**src/thread_run_queue_macros.svh**
```systemverilog
// assertion macros for the run queue
`ifndef THREAD_RUN_QUEUE_MACROS_SVH
`define THREAD_RUN_QUEUE_MACROS_SVH

// same-cycle implication, sampled on clk, off while rst_n is low
`define TRQ_ASSERT_NOW(label, ante, cons, msg) \
    label: assert property (@(posedge clk) disable iff (!rst_n) (ante) |-> (cons)) \
        else $error(msg);

// next-cycle implication, sampled on clk, off while rst_n is low
`define TRQ_ASSERT_NEXT(label, ante, cons, msg) \
    label: assert property (@(posedge clk) disable iff (!rst_n) (ante) |=> (cons)) \
        else $error(msg);

`endif

```
**src/trq_pkg.sv**
```systemverilog
// shared constants and types of the run queue
`default_nettype none

package trq_pkg;

    localparam int THREADS = 256;
    localparam int ID_W    = $clog2(THREADS);
    localparam int OP_W    = 2;
    localparam int TID_W   = 8;
    localparam int LEN_W   = 8;
    localparam int IDLE_W  = 8;

    typedef enum logic [OP_W-1:0] {
        OP_PUSH_BACK  = 2'd0,
        OP_PUSH_FRONT = 2'd1,
        OP_SCHEDULE   = 2'd2
    } op_t;

    // clearing sweep towards the map write port
    typedef struct packed {
        logic            busy;
        logic            wr_en;
        logic [ID_W-1:0] addr;
    } clr_t;

endpackage

`default_nettype wire

```
**src/trq_req_if.sv**
```systemverilog
// request channel of the run queue
`default_nettype none

interface trq_req_if;
    logic                      valid;
    logic                      ready;
    logic [trq_pkg::OP_W-1:0]  operation;
    logic [trq_pkg::TID_W-1:0] thread_id;

    modport source (output valid, output operation, output thread_id, input ready);
    modport sink (input valid, input operation, input thread_id, output ready);
endinterface

`default_nettype wire

```
**src/trq_rsp_if.sv**
```systemverilog
// result channel of the run queue
`default_nettype none

interface trq_rsp_if;
    logic                      valid;
    logic                      ready;
    logic                      accepted;
    logic [trq_pkg::TID_W-1:0] granted_thread;
    logic                      from_queue;
    logic [trq_pkg::LEN_W-1:0] queue_length;

    modport source (output valid, output accepted, output granted_thread,
                    output from_queue, output queue_length, input ready);
    modport sink (input valid, input accepted, input granted_thread,
                  input from_queue, input queue_length, output ready);
endinterface

`default_nettype wire

```
**src/trq_ram.sv**
```systemverilog
// generic single-port-write, single-port-read ram with registered read
`default_nettype none

module trq_ram #(
    parameter int WIDTH = 8,
    parameter int DEPTH = 256
) (
    input  wire logic                     clk,
    input  wire logic                     wr_en,
    input  wire logic [$clog2(DEPTH)-1:0] wr_addr,
    input  wire logic [WIDTH-1:0]         wr_data,
    input  wire logic                     rd_en,
    input  wire logic [$clog2(DEPTH)-1:0] rd_addr,
    output logic      [WIDTH-1:0]         rd_data
);

    logic [WIDTH-1:0] mem [DEPTH];

    always_ff @(posedge clk)
    begin
        if (wr_en)
        begin
            mem[wr_addr] <= wr_data;
        end
        if (rd_en)
        begin
            rd_data <= mem[rd_addr];
        end
    end

endmodule

`default_nettype wire

```
**src/trq_clear.sv**
```systemverilog
// sweep that zeroes the queued map after reset
`default_nettype none

module trq_clear (
    input  wire logic          clk,
    input  wire logic          rst_n,
    output trq_pkg::clr_t      clr
);

    logic [trq_pkg::ID_W-1:0] idx_reg;
    logic [trq_pkg::ID_W-1:0] idx_next;
    logic                     done_reg;
    logic                     done_next;

    always_comb
    begin
        idx_next  = idx_reg;
        done_next = done_reg;
        if (!done_reg)
        begin
            if (idx_reg == trq_pkg::ID_W'(trq_pkg::THREADS - 1))
            begin
                done_next = 1'b1;
            end
            else
            begin
                idx_next = idx_reg + 1'b1;
            end
        end
    end

    always_ff @(posedge clk or negedge rst_n)
    begin
        if (!rst_n)
        begin
            idx_reg  <= '0;
            done_reg <= 1'b0;
        end
        else
        begin
            idx_reg  <= idx_next;
            done_reg <= done_next;
        end
    end

    assign clr.busy  = !done_reg;
    assign clr.wr_en = !done_reg;
    assign clr.addr  = idx_reg;

endmodule

`default_nettype wire

```
**src/thread_run_queue.sv**
```systemverilog
// run queue: result registered at write-back, after the request and its ram reads
// no new request until the previous one writes back: read-modify-write of the map ram
// a result waiting in the output register does not block taking the next request
// reset: rst_n clears control state, then a sweep over every entry zeroes the queued map
// ready stays low during that sweep; idle_thread writes are taken at any time
`default_nettype none

`include "thread_run_queue_macros.svh"

module thread_run_queue (
    input  wire logic                        clk,
    input  wire logic                        rst_n,
    trq_req_if.sink                          req,
    trq_rsp_if.source                        rsp,
    input  wire logic                        cfg_wr_en,
    input  wire logic [trq_pkg::IDLE_W-1:0]  cfg_wr_data
);

    // idle thread register
    logic [trq_pkg::IDLE_W-1:0] idle_reg;

    // ring pointers
    logic [trq_pkg::ID_W-1:0]   head_reg;
    logic [trq_pkg::ID_W-1:0]   head_next;
    logic [trq_pkg::ID_W-1:0]   count_reg;
    logic [trq_pkg::ID_W-1:0]   count_next;

    // request held while its ram reads come back
    logic                       busy_reg;
    logic                       busy_next;
    trq_pkg::op_t               op_reg;
    logic [trq_pkg::TID_W-1:0]  id_reg;
    logic                       id_ok_reg;

    // output register
    logic                       out_valid_reg;
    logic                       out_valid_next;
    logic                       acc_reg;
    logic [trq_pkg::TID_W-1:0]  grant_reg;
    logic                       fromq_reg;
    logic [trq_pkg::LEN_W-1:0]  len_reg;

    // ram read data
    logic                       map_q;
    logic [trq_pkg::TID_W-1:0]  slot_q;

    // request-side writes
    logic                       map_we_op;
    logic [trq_pkg::ID_W-1:0]   map_waddr_op;
    logic                       map_wdata_op;
    logic                       map_we;
    logic [trq_pkg::ID_W-1:0]   map_waddr;
    logic                       map_wdata;
    logic                       ring_we;
    logic [trq_pkg::ID_W-1:0]   ring_waddr;

    logic                       acc_next;
    logic [trq_pkg::TID_W-1:0]  grant_next;
    logic                       fromq_next;

    logic                       accept;
    logic                       commit;
    logic                       push_ok;
    logic [trq_pkg::ID_W:0]     back_sum;
    logic [trq_pkg::ID_W-1:0]   back_pos;
    logic [trq_pkg::ID_W-1:0]   front_pos;
    logic [trq_pkg::ID_W-1:0]   head_inc;

    trq_pkg::clr_t              clr;

    // map clearing sweep after reset
    trq_clear u_clear (
        .clk   (clk),
        .rst_n (rst_n),
        .clr   (clr)
    );

    // interlock: a request is taken only once the previous one has written back,
    // so the reads never see a stale entry
    assign req.ready = !clr.busy && !busy_reg;
    assign accept    = req.valid && req.ready;

    // write back when the output register is free or being emptied
    assign commit    = busy_reg && (!out_valid_reg || rsp.ready);

    // ring positions
    assign back_sum  = {1'b0, head_reg} + {1'b0, count_reg};
    assign back_pos  = (back_sum >= (trq_pkg::ID_W + 1)'(trq_pkg::THREADS))
                     ? trq_pkg::ID_W'(back_sum - (trq_pkg::ID_W + 1)'(trq_pkg::THREADS))
                     : trq_pkg::ID_W'(back_sum);
    assign front_pos = (head_reg == '0) ? trq_pkg::ID_W'(trq_pkg::THREADS - 1)
                                        : head_reg - 1'b1;
    assign head_inc  = (head_reg == trq_pkg::ID_W'(trq_pkg::THREADS - 1))
                     ? '0 : head_reg + 1'b1;

    // a push needs a legal id not yet queued; the ring cannot be full
    // since every queued id is distinct and non-zero
    assign push_ok   = id_ok_reg && !map_q && (32'(count_reg) < trq_pkg::THREADS);

    always_comb
    begin
        head_next    = head_reg;
        count_next   = count_reg;
        ring_we      = 1'b0;
        ring_waddr   = back_pos;
        map_we_op    = 1'b0;
        map_waddr_op = trq_pkg::ID_W'(id_reg);
        map_wdata_op = 1'b1;
        acc_next     = 1'b0;
        grant_next   = '0;
        fromq_next   = 1'b0;
        if (commit)
        begin
            unique case (op_reg)
                trq_pkg::OP_PUSH_BACK:
                begin
                    if (push_ok)
                    begin
                        ring_we    = 1'b1;
                        map_we_op  = 1'b1;
                        count_next = count_reg + 1'b1;
                        acc_next   = 1'b1;
                    end
                end
                trq_pkg::OP_PUSH_FRONT:
                begin
                    if (push_ok)
                    begin
                        ring_we    = 1'b1;
                        ring_waddr = front_pos;
                        head_next  = front_pos;
                        map_we_op  = 1'b1;
                        count_next = count_reg + 1'b1;
                        acc_next   = 1'b1;
                    end
                end
                trq_pkg::OP_SCHEDULE:
                begin
                    if (count_reg != '0)
                    begin
                        // pop the front slot and drop its queued mark
                        grant_next   = slot_q;
                        map_we_op    = 1'b1;
                        map_waddr_op = trq_pkg::ID_W'(slot_q);
                        map_wdata_op = 1'b0;
                        head_next    = head_inc;
                        count_next   = count_reg - 1'b1;
                        acc_next     = 1'b1;
                        fromq_next   = 1'b1;
                    end
                    else
                    begin
                        grant_next = trq_pkg::TID_W'(idle_reg);
                    end
                end
                default:
                begin
                    // unused code: nothing changes, length only
                end
            endcase
        end
    end

    // sweep owns the map write port until it is done
    assign map_we    = clr.wr_en || map_we_op;
    assign map_waddr = clr.busy ? clr.addr : map_waddr_op;
    assign map_wdata = clr.busy ? 1'b0 : map_wdata_op;

    // queued map: read at the pushed id, written on commit
    trq_ram #(
        .WIDTH (1),
        .DEPTH (trq_pkg::THREADS)
    ) u_map_ram (
        .clk     (clk),
        .wr_en   (map_we),
        .wr_addr (map_waddr),
        .wr_data (map_wdata),
        .rd_en   (accept),
        .rd_addr (trq_pkg::ID_W'(req.thread_id)),
        .rd_data (map_q)
    );

    // ring slots: read at the head, written at back or new front
    trq_ram #(
        .WIDTH (trq_pkg::TID_W),
        .DEPTH (trq_pkg::THREADS)
    ) u_ring_ram (
        .clk     (clk),
        .wr_en   (ring_we),
        .wr_addr (ring_waddr),
        .wr_data (id_reg),
        .rd_en   (accept),
        .rd_addr (head_reg),
        .rd_data (slot_q)
    );

    always_comb
    begin
        busy_next = busy_reg;
        if (accept)
        begin
            busy_next = 1'b1;
        end
        else if (commit)
        begin
            busy_next = 1'b0;
        end
    end

    always_comb
    begin
        out_valid_next = out_valid_reg;
        if (commit)
        begin
            out_valid_next = 1'b1;
        end
        else if (rsp.ready)
        begin
            out_valid_next = 1'b0;
        end
    end

    // control state
    always_ff @(posedge clk or negedge rst_n)
    begin
        if (!rst_n)
        begin
            idle_reg      <= '0;
            head_reg      <= '0;
            count_reg     <= '0;
            busy_reg      <= 1'b0;
            out_valid_reg <= 1'b0;
        end
        else
        begin
            if (cfg_wr_en)
            begin
                idle_reg <= cfg_wr_data;
            end
            head_reg      <= head_next;
            count_reg     <= count_next;
            busy_reg      <= busy_next;
            out_valid_reg <= out_valid_next;
        end
    end

    // payload: held request and result
    always_ff @(posedge clk)
    begin
        if (accept)
        begin
            op_reg    <= trq_pkg::op_t'(req.operation);
            id_reg    <= req.thread_id;
            id_ok_reg <= (req.thread_id != '0)
                      && (32'(req.thread_id) < trq_pkg::THREADS);
        end
        if (commit)
        begin
            acc_reg   <= acc_next;
            grant_reg <= grant_next;
            fromq_reg <= fromq_next;
            len_reg   <= trq_pkg::LEN_W'(count_next);
        end
    end

    assign rsp.valid          = out_valid_reg;
    assign rsp.accepted       = acc_reg;
    assign rsp.granted_thread = grant_reg;
    assign rsp.from_queue     = fromq_reg;
    assign rsp.queue_length   = len_reg;

    `TRQ_ASSERT_NEXT(a_interlock, accept, busy_reg && !req.ready,
        "request taken while previous one still in flight")
    `TRQ_ASSERT_NOW(a_no_req_in_sweep, clr.busy, !busy_reg && !map_we_op && !ring_we,
        "request activity during map clearing sweep")
    `TRQ_ASSERT_NEXT(a_pop_count, commit && fromq_next,
        count_reg == trq_pkg::ID_W'($past(count_reg) - 1'b1),
        "queue pop did not reduce the count by one")
    `TRQ_ASSERT_NOW(a_push_nonzero, commit && acc_next && !fromq_next, id_reg != '0,
        "thread zero accepted into the queue")

endmodule

`default_nettype wire
```
**src/flat_wrapper.sv**
```systemverilog
// flat-port wrapper written by rule: the top's interface ports become plain ports
module thread_run_queue_flat 
  (clk, rst_n, cfg_wr_en, cfg_wr_data, req_valid, req_operation, req_thread_id, req_ready, rsp_valid, rsp_accepted, rsp_granted_thread, rsp_from_queue, rsp_queue_length, rsp_ready);
  trq_req_if req_i ();
  trq_rsp_if rsp_i ();
  input  wire logic clk;
  input  wire logic rst_n;
  input  wire logic cfg_wr_en;
  input  wire logic [trq_pkg::IDLE_W-1:0] cfg_wr_data;
  input wire logic [$bits(req_i.valid)-1:0] req_valid;
  input wire logic [$bits(req_i.operation)-1:0] req_operation;
  input wire logic [$bits(req_i.thread_id)-1:0] req_thread_id;
  output wire logic [$bits(req_i.ready)-1:0] req_ready;
  output wire logic [$bits(rsp_i.valid)-1:0] rsp_valid;
  output wire logic [$bits(rsp_i.accepted)-1:0] rsp_accepted;
  output wire logic [$bits(rsp_i.granted_thread)-1:0] rsp_granted_thread;
  output wire logic [$bits(rsp_i.from_queue)-1:0] rsp_from_queue;
  output wire logic [$bits(rsp_i.queue_length)-1:0] rsp_queue_length;
  input wire logic [$bits(rsp_i.ready)-1:0] rsp_ready;
  assign req_i.valid = req_valid;
  assign req_i.operation = req_operation;
  assign req_i.thread_id = req_thread_id;
  assign req_ready = req_i.ready;
  assign rsp_valid = rsp_i.valid;
  assign rsp_accepted = rsp_i.accepted;
  assign rsp_granted_thread = rsp_i.granted_thread;
  assign rsp_from_queue = rsp_i.from_queue;
  assign rsp_queue_length = rsp_i.queue_length;
  assign rsp_i.ready = rsp_ready;
  thread_run_queue u_core (.clk(clk), .rst_n(rst_n), .req(req_i), .rsp(rsp_i), .cfg_wr_en(cfg_wr_en), .cfg_wr_data(cfg_wr_data));
endmodule
```
**config.mk**
```make
export PLATFORM = sky130hd
export DESIGN_NAME = thread_run_queue_flat
export DESIGN_NICKNAME = d
export VERILOG_FILES = /design/src/trq_pkg.sv /design/src/trq_req_if.sv /design/src/trq_rsp_if.sv /design/src/trq_ram.sv /design/src/trq_clear.sv /design/src/thread_run_queue.sv /design/src/flat_wrapper.sv
export VERILOG_INCLUDE_DIRS = /design/src /design/src/src
export SDC_FILE = /design/constraint.sdc
export NUM_CORES = 2
export LEC_CHECK = 0
export BUFFER_PORTS_ARGS = -buffer_cell sky130_fd_sc_hd__buf_2
export CAP_MARGIN = 20
export CORE_MARGIN = 5
export CORE_UTILIZATION = 46
export DETAILED_ROUTE_END_ITERATION = 10
export SKIP_LAST_GASP = 1
export SYNTH_ARGS = -nofsm -noshare
export SYNTH_HDL_FRONTEND = slang
export SYNTH_SLANG_ARGS = --single-unit
```
**constraint.sdc**
```tcl
create_clock -name clk -period 14.92 [get_ports clk]
set_clock_uncertainty 0.1 [all_clocks]
set_input_delay 0.746 -clock clk [delete_from_list [all_inputs] [get_ports clk]]
set_output_delay 0.746 -clock clk [all_outputs]
set_load 0.05 [all_outputs]
```
==> flow_metrics.tcl <==
set metrics [dict create \
    status "completed" \
    cp.required_ps 15370 \
    ys_top_cells_by_area "edfxtp_1 73%, mux4_2 11%, nor2_1 1.8%" \
    gp_congestion 0.997 \
    cpMostUsedCell "buf_12" \
    cts_tree "done" \
    viasPerCell 6.32 \
    htreeDepth 4 \
    clock-root-buffer "clkbuf_16" \
    synth_top_area_share_pct 73.5 \
    num_vias 52300 \
    grt_max_degree 197 \
    end_kind "flop" \
    yosysMostFrequentCell "edfxtp_1" \
    synth_nets 5130 \
    synth_common_cells "2342 x edfxtp_1, 481 x mux4_2, 457 x nor2_1" \
    dp_cells 7815 \
    path_cells "buf_12 > buf_12 > buf_4 > mux4_2 > a32oi_1 > o311ai_2 > a21oi_1 > nor3_1 > a211oi_1 > o31ai_1" \
    coreArea_sq_mm 0.207 \
    fin_crit_sh_pct 43.9 \
    cts.sinks 2377 \
    fin_ws_ps 8360 \
    crit_family "compound AO/OA/AOI/OAI gates" \
    grt_first_pass_wirelength_microns 389000 \
    hp-class "in2reg" \
    die_area_sq_mm 0.217 \
    io_buffer_count 42 \
    largest_reg_flops 2048 \
    clk_latency_ps 890 \
    layoutNonFillerInstCount 8285 \
    path_class "reg2reg" \
    cp_slowest_cell "dfrtp_4" \
    ys.flop_type "edfxtp_1" \
    syn_to_final_growth_pct 12.1 \
    yosysTopAreaCell "edfxtp_1" \
    min_period_ps 6560 \
    initial_utilization_pct 46.2 \
    critPathMaxFanout 104 \
    cts_inserted_buffers 235 \
    drc_errors 0 \
    max_freq_mhz 153 \
    regMostFlops "u_core.u_ring_ram.mem" \
    die_x_microns 466 \
    nNetsFinal 5340 \
    die_y_microns 466 \
    wl_per_cell_microns 33.2 \
    rows 167 \
    first_pass_iters 7 \
    slew_viol_final 0 \
    antenna_found_initial 12 \
    yosys.cell_types.count 98 \
    grt_pass1_vias 51300 \
    globalRouteOverflowTotal 0 \
    rsz0062_at_grt "no" \
    cts_buffer_depth 3 \
    slowest_delay_ps 870 \
    leakage_nw 32.9 \
    reg_top3 "u_core.u_ring_ram.mem x2048, u_core.u_map_ram.mem x256" \
    cp-start-kind "flop" \
    dp_slack_ps 8450 \
    grt.total_usage_pct 25.0 \
    ir_drop_uv 131 \
    async_flop_share_pct 1.47 \
    ant_nets 0 \
    critPathArrivalTime_ps 7010 \
    dp_hpwl_microns 170000 \
    yosys_warnings 0 \
    syn_area_sq_mm 0.0957 \
    avgSynthCellArea_sq_um 18.8 \
    final_hold_viol_count 0 \
    drive_gt1_share_pct 22.4 \
    drt_iter0_drc 7467 \
    yosysSeqAreaShare_pct 74.4 \
    cap_violations 0 \
    slew_headroom_pct 21.4 \
    synthCells 5088 \
    cp_num_buf_inv 3 \
    num_io_pins 43 \
    powerDensity_mw_per_mm2 122 \
    wirelength_microns 275000 \
    synth_seq_cells 2377 \
    worst_pin_slew_ps 1170 \
    synth_edf_count 2342 \
    setup_violations 0 \
    fin_setup_tns_ps 0 \
    clk_pin_slew_ps 60 \
]
where the power goes:
part | internal, W | switching [W] | leakage [nW]
Clock | 0.00331 | 0.00254 | 3.68
Combinational | 0.0000183 | 0.0000268 | 8.26
Sequential | 0.00722 | 0.00000117 | 20.9
per-layer routing:
metal | share of wire (%) | wire [microns] | global-route usage, % | up-vias
met5 | 0.0047 | 13 | 0 | -
li1 | - | - | - | 21200
met2 | 46 | 126000 | 38.0 | 3093
met4 | 3.9 | 10700 | 8.64 | 2
met1 | 40 | 109000 | 35.4 | 27400
met3 | 11 | 29300 | 6.49 | 589
metrics by stage:
| step | utilization, % | total power [W] | cell area (sq um) | hold WS (ps) |
|---|---|---|---|---|
| finish | 51.8 | 0.0131 | 107000 | 80.3 |
| global route | 51.8 | 0.0135 | 107000 | 40.1 |
| CTS | 51.7 | 0.0132 | 107000 | 7.52 |
| detailed placement | 48.0 | 0.00741 | 99400 | 386 |
| global placement | 47.9 | 0.00741 | 99200 | 385 |
| floorplan | - | 0.00739 | 95700 | 350 |
layout by cell type (no fill, tap or decap), drive strengths merged, types with 35 or more instances in the layout:
cell type	instances
mux2i	147
clkbuf	290
nor3	178
o22ai	77
o21ai	78
nand2	190
mux4	490
a22oi	86
buf	277
nor2	458
nand3	84
clkinv	109
a21oi	78
edfxtp	2342
mux2	77
a211oi	41
dfrtp	35
final cells by class:
class | instances | area [sq um]
clock inverter | 149 | 1530
sequential | 2377 | 71200
fill | 16400 | 99800
inverter | 21 | 82.6
multi-input combinational | 2362 | 22600
antenna | 9 | 22.5
timing repair buffer | 301 | 2290
tap | 2788 | 3490
clock buffer | 278 | 6060
path summary, 6_finish.rpt:
path	slack, ps	depth (start not counted)	end	from
worst max-delay path	8360	10	u_core.u_ring_ram.rd_data[6]	u_core.head_reg[0]
worst min-delay path	80	1	u_core.id_reg[6]	req_thread_id[6]
worst max register to register	8360	10	u_core.u_ring_ram.rd_data[6]	u_core.head_reg[0]
worst min register to register	400	1	u_core.u_clear.idx_reg[4]	u_core.u_clear.idx_reg[4]
max in group asynchronous	13570	2	u_core.head_reg[0]	rst_n
min in group asynchronous	460	2	u_core.head_reg[3]	rst_n
cells by family after synthesis:
kind of cell    after synthesis  synth area share, %
compound gates              560                 4.14
fa+ha+maj                    19                0.256
mux                         714                 14.0
flops                      2377                 74.4
simple gates               1053                 4.96
xor+xnor                     16                0.146
buf+inv                     349                 2.07
timing repair:
action                    in CTS  in global routing
hold buffers                  12                  0
hold endpoints to repair      46                  0
gates resized for setup        0                  0
buffers inserted               0                  0
No activity file was read; power rests on OpenSTA's default activity.
